$ cat src/hdl/sipq_pkg.sv
// shared types and codes of the sorted insert priority queue
package sipq_pkg;

    localparam int FILL_W   = 8;
    localparam int MODE_W   = 2;
    localparam int STATUS_W = 2;

    typedef enum logic [MODE_W-1:0] {
        MODE_ENQ       = 2'd0,
        MODE_DEQ       = 2'd1,
        MODE_PEEK_HEAD = 2'd2,
        MODE_PEEK_TAIL = 2'd3
    } mode_t;

    typedef enum logic [STATUS_W-1:0] {
        ST_OK        = 2'd0,
        ST_OVERFLOW  = 2'd1,
        ST_UNDERFLOW = 2'd2
    } status_t;

    // per-cycle command broadcast to every cell of the row
    typedef struct packed {
        logic enq;
        logic deq;
    } sipq_ctl_t;

endpackage

$ cat src/hdl/sipq_cell.sv
// one slot of the sorted row: holds an entry, compares, shifts with its neighbors
module sipq_cell #(
    parameter int DATA_WIDTH = 32,
    parameter int PRIO_WIDTH = 8,
    parameter int COUNT_W    = 8,
    parameter int INDEX      = 0
) (
    input  logic                  aclk,
    input  sipq_pkg::sipq_ctl_t   ctl,
    input  logic [DATA_WIDTH-1:0] new_data,
    input  logic [PRIO_WIDTH-1:0] new_prio,
    input  logic [COUNT_W-1:0]    count,
    input  logic [DATA_WIDTH-1:0] left_data,
    input  logic [PRIO_WIDTH-1:0] left_prio,
    input  logic                  left_ge,
    input  logic [DATA_WIDTH-1:0] right_data,
    input  logic [PRIO_WIDTH-1:0] right_prio,
    output logic [DATA_WIDTH-1:0] ent_data,
    output logic [PRIO_WIDTH-1:0] ent_prio,
    output logic                  ge
);
    import sipq_pkg::*;

    logic [DATA_WIDTH-1:0] data_reg, data_next;
    logic [PRIO_WIDTH-1:0] prio_reg, prio_next;
    logic                  occupied;

    assign occupied = count > COUNT_W'(INDEX);
    // entry stays ahead of a new one of lower or equal priority
    assign ge       = occupied && (prio_reg >= new_prio);
    assign ent_data = data_reg;
    assign ent_prio = prio_reg;

    always_comb begin
        data_next = data_reg;
        prio_next = prio_reg;
        if (ctl.enq) begin
            if (!ge) begin
                if (left_ge) begin
                    data_next = new_data;
                    prio_next = new_prio;
                end else begin
                    data_next = left_data;
                    prio_next = left_prio;
                end
            end
        end else if (ctl.deq) begin
            data_next = right_data;
            prio_next = right_prio;
        end
    end

    always_ff @(posedge aclk) begin
        data_reg <= data_next;
        prio_reg <= prio_next;
    end

endmodule

$ cat config.mk
export PLATFORM = sky130hd
export DESIGN_NAME = sipq_cell
export DESIGN_NICKNAME = d
export VERILOG_FILES = /design/src/hdl/sipq_pkg.sv /design/src/hdl/sipq_cell.sv
export SDC_FILE = /design/constraint.sdc
export NUM_CORES = 1
export LEC_CHECK = 0
export BUFFER_PORTS_ARGS = -buffer_cell sky130_fd_sc_hd__buf_4
export CAP_MARGIN = 10
export CORE_ASPECT_RATIO = 0.75
export CORE_MARGIN = 4
export CORE_UTILIZATION = 40
export CTS_BUF_LIST = sky130_fd_sc_hd__clkbuf_4 sky130_fd_sc_hd__clkbuf_8
export DETAILED_ROUTE_END_ITERATION = 10
export HOLD_SLACK_MARGIN = 0.15
export PLACE_DENSITY_LB_ADDON = 0.15
export SLEW_MARGIN = 0
export SYNTH_ARGS = -nofsm -noshare
export SYNTH_HDL_FRONTEND = slang
export SYNTH_SLANG_ARGS = --single-unit
$ cat constraint.sdc
create_clock -name aclk -period 7.9 [get_ports aclk]
set_input_delay 0.395 -clock aclk [delete_from_list [all_inputs] [get_ports aclk]]
set_output_delay 0.395 -clock aclk [all_outputs]
set_load 0.005 [all_outputs]
**After elaboration in Yosys (flattened, before gate mapping)**

Cells that the tools add are included.

- Register bits after elaboration: 40
- Latch bits: 0
- Memory bits (writable): 0
- ROM bits: 0
- Input port bits: 132
- Output and inout port bits: 41
- Word-level logic and storage cells: 16
- Memories: 0

- $add $sub $neg: 0
- Multipliers: 0
- Div/mod/pow operators: 0
- Order comparisons: 2
- Equal/unequal tests: 1
- Shifts and indexed selects: 0
- Mux-type cells: 8
- Bitwise gates (word level): 0
- Reductions and logical operators: 3

Operators with widths:

| cell | count |
|---|---|
| $mux W32 | 4 |
| $mux W8 | 4 |
| $ge A8 B8 Y1 | 1 |
| $gt A8 B1 Y1 const B | 1 |
| $ne A2 B2 Y1 const B | 1 |
| $reduce_and A2 Y1 | 1 |
| $reduce_bool A2 Y1 | 1 |
| $logic_and A1 B1 Y1 | 1 |

**Logic depth before layout (Yosys ltp)**

- Depth after elaboration: 4
- Depth in mapped cells: 6
- Mapped depth without buffers: 6

**Worst setup path after synthesis**

Ideal clock, no wire load.

- Kind: input to register
- From: in new_prio[4]
- To: reg data_reg[0], in the netlist ent_data[0] (enable)
- Library setup time: 0.462 ns
- Arrival: 3.401 ns
- Data required time: 7.438 ns
- Path slack: 4.038 ns
- Cell stages on the path: 6
- Path through: inv_1 ha_1 or4_1 a21oi_1 o31ai_1 a31oi_1

- Longest elaborated chain between the ends: 4

Ends and longest elaborated chain:

| element | RTL line | source |
|---|---|---|
| start: declaration | sipq_cell.sv:11 | `input logic [PRIO_WIDTH-1:0] new_prio,` |
| $ge A8 B8 Y1 | sipq_cell.sv:30 | `assign ge = occupied && (prio_reg >= new_prio);` |
| $logic_and A1 B1 Y1 | sipq_cell.sv:30 |  |
| $ne A2 B2 Y1 (no source line) | n/a |  |
| $reduce_and A2 Y1 (no source line) | n/a |  |
| end signal: assignment | sipq_cell.sv:54 | `data_reg <= data_next;` |
| end: declaration | sipq_cell.sv:24 | `logic [DATA_WIDTH-1:0] data_reg, data_next;` |

Every way passes these cells.
A chain may end at the register's enable or synchronous reset.

**Final worst setup path**

- From: reg prio_reg[3], in the netlist ent_prio[3]
- To: reg prio_reg[6], in the netlist ent_prio[6] (enable)

- Longest elaborated chain between the ends: 4

Ends and longest elaborated chain:

| element | RTL line | source |
|---|---|---|
| start: declaration | sipq_cell.sv:25 | `logic [PRIO_WIDTH-1:0] prio_reg, prio_next;` |
| start signal: assignment | sipq_cell.sv:55 | `prio_reg <= prio_next;` |
| $ge A8 B8 Y1 | sipq_cell.sv:30 |  |
| $logic_and A1 B1 Y1 | sipq_cell.sv:30 |  |
| $ne A2 B2 Y1 (no source line) | n/a |  |
| $reduce_and A2 Y1 (no source line) | n/a |  |

Every way passes these cells.

==> results.toml <==
[status]
status = "complete, no violations"

[global_route]
grt_remaining_overflow = 0
grt_pass1_wl_um = 9450
grt_max_degree = 83
grt_pass1_vias = 2051
antenna_found_initial = 0
track_usage_pct = 17.8

[worst_setup_path]
r2r_end = "ent_prio[6]$_DFFE_PP_"
cp.arrival_ns = 2.57
ff2ff_setup_slack_ns = 5.27
cp_data_required_time_ns = 7.84
endpoint = "ent_prio[6]$_DFFE_PP_"
worstReg2RegStart = "ent_prio[3]$_DFFE_PP_"
startpoint = "ent_prio[3]$_DFFE_PP_"
path_class = "flop to flop"
worstPathMaxFanout = 28
cp-start-kind = "flop"
worstSetupEndpointType = "flop"
reg2regPathDepth = 6

[synth]
synth.ff_latch_count = 40
synthTopCellsByCount = "43 x a21oi_1, 41 x nor2_1, 40 x edfxtp_1, 40 x mux2i_1"
netlist_instances = 206
ys_warn_count = 0
syn_nets = 346
synth.area.top_cells = "edfxtp_1 54%, mux2i_1 18%, a21oi_1 9.6%"
yosysSeqAreaShare_pct = 53.7
synth_cell_type_count = 20
syn_area_per_cell_um2 = 10.9
synthArstFlopShare_pct = 0
synth_area_leader_cell = "edfxtp_1"
synth_edf_count = 40
yosysMostFrequentCell = "a21oi_1"
syn-cell-area_um2 = 2240
ys.flop_type = "edfxtp_1"
synth_top_area_share_pct = 53.7

[sta]
fmaxAchievable_mhz = 380
min_period_ns = 2.63
period_share_pct = 33.3
drv_slew = 0
skew_ns = 0.0100
tightest_slew_ns = 0.759
slew_headroom_pct = 49.4
finalSetupViolations = 0
finalHoldViolations = 0
rsz0062_at_grt = "false"
setup_tns_ns = 0

[worst_hold_path]
hold_path.class = "primary input to flop"
hp-start = "right_data[12]"

[drt]
drt-pass1-iter-count = 4
drt_first_iter_violations = 42
drc = 0
antenna_left = 0
routed_wl_um = 6370
vias = 2106
wl_per_cell_um = 14.2
vias_per_cell = 4.70

[cells_and_area]
diodes = 0
nets = 512
areaGrowthSynthToFinish_pct = 64.3
final_util_pct = 68.3
drive_above_1_share_pct = 48.8

[die]
floorplan.rows = 23
core_um2 = 5380
die_h_um = 72.8
start_util_pct = 41.5
pin_count = 173
fp.dieArea_um2 = 6860
die_x_um = 94.3

[clocking]
cts_hold_buf = 0
clkTransAtPathRegs_ns = 0.07
numCtsBuffers = 5
post_cts_buffers = 0
post_cts_resized = 0
cts_root_buf = "clkbuf_8"
cts-htree-levels = 2
clk_latency_ns = 0.28
cts.sinks = 40
cts_tree = "done"
clockBufferDepth = 2

[power]
cellLeakagePower_nw = 1.77
power.density_nw_per_um2 = 153
ir_worst_vdd_mv = 0.101

[placement]
portBuffers = 172
dp_hpwl_um = 5130
gp_congestion = 0.831

[flow_run]
cap_violations = 0
cell type report:
class	count	area [um^2]
Inverter	8	30.0
Timing Repair Buffer	173	1300
Multi-Input combinational cell	144	962
Fill cell	429	1710
Tap cell	75	93.8
Clock buffer	7	83.8
Sequential cell	40	1200
Clock inverter	1	3.75
layer usage:
| metal | track usage [%] | share of wire [%] | up-vias |
|---|---|---|---|
| met4 | 5.29 | 1.4 | 0 |
| met1 | 20.6 | 39 | 916 |
| li1 | - | - | 1085 |
| met3 | 7.01 | 12 | 8 |
| met5 | 0 | 0 | - |
| met2 | 30.7 | 48 | 97 |
layout by cell type (no fill, tap or decap):
| master | count |
|---|---|
| buf_4 | 173 |
| a21oi_1 | 43 |
| nor2_1 | 41 |
| mux2i_1 | 40 |
| edfxtp_1 | 40 |
| inv_1 | 8 |
| ha_1 | 8 |
| clkbuf_8 | 5 |
| nor4_1 | 2 |
| clkbuf_4 | 2 |
| nand2_1 | 1 |
| or3_1 | 1 |
| o21a_1 | 1 |
| nand2b_1 | 1 |
| or4_1 | 1 |
| nand3_1 | 1 |
| a21o_1 | 1 |
| o31ai_1 | 1 |
| and2_2 | 1 |
| a31oi_4 | 1 |
| clkinv_1 | 1 |
where the power goes:
part           internal, mW  switching [mW]  total [mW]
logic                0.0945          0.0647       0.159
clock network        0.0683          0.0605       0.129
registers             0.266         0.00757       0.274
logic make-up after synthesis:
kind of cell | share of synthesized area (%)
AOI/OAI and AO/OA | 10.9
adders and majority gates | 4.48
buffers and inverters | 3.92
DFF | 53.7
muxes | 17.9
and+or+nand+nor | 9.07
worst min path at each step:
stage                             end  slack [ns]  cells past startpoint
2_1_floorplan  ent_data[20]$_DFFE_PP_        0.62                      2
3_3_place_gp   ent_data[20]$_DFFE_PP_        0.71                      3
3_5_place_dp   ent_data[12]$_DFFE_PP_        0.72                      3
4_1_cts        ent_data[12]$_DFFE_PP_        0.43                      3
5_1_grt        ent_data[12]$_DFFE_PP_        0.44                      3
6_report       ent_data[12]$_DFFE_PP_        0.43                      3
critical path, cell delays in order (launching register included):
cell	delay, ns
edfxtp_1	0.40
ha_1	0.22
or4_1	0.50
a21oi_1	0.13
o31ai_1	0.14
a31oi_4	0.47
buf_4	0.43
flip-flops by register name, summed over array words and instances (netlist names):
register / count
ent_data: 32
ent_prio: 8
per-stage QoR:
stage	power (mW)	hold slack (ns)	setup WS [ns]	instance area (um^2)	cells
after global routing	0.595	0.436	5.11	3670	448
after detailed placement	0.441	0.720	5.13	3590	440
after global placement	0.437	0.714	5.20	3590	440
after CTS	0.570	0.425	5.24	3670	448
final	0.562	0.435	5.27	3670	448
after floorplan	0.338	0.621	4.04	2240	206
(Power assumes the default switching activity.)
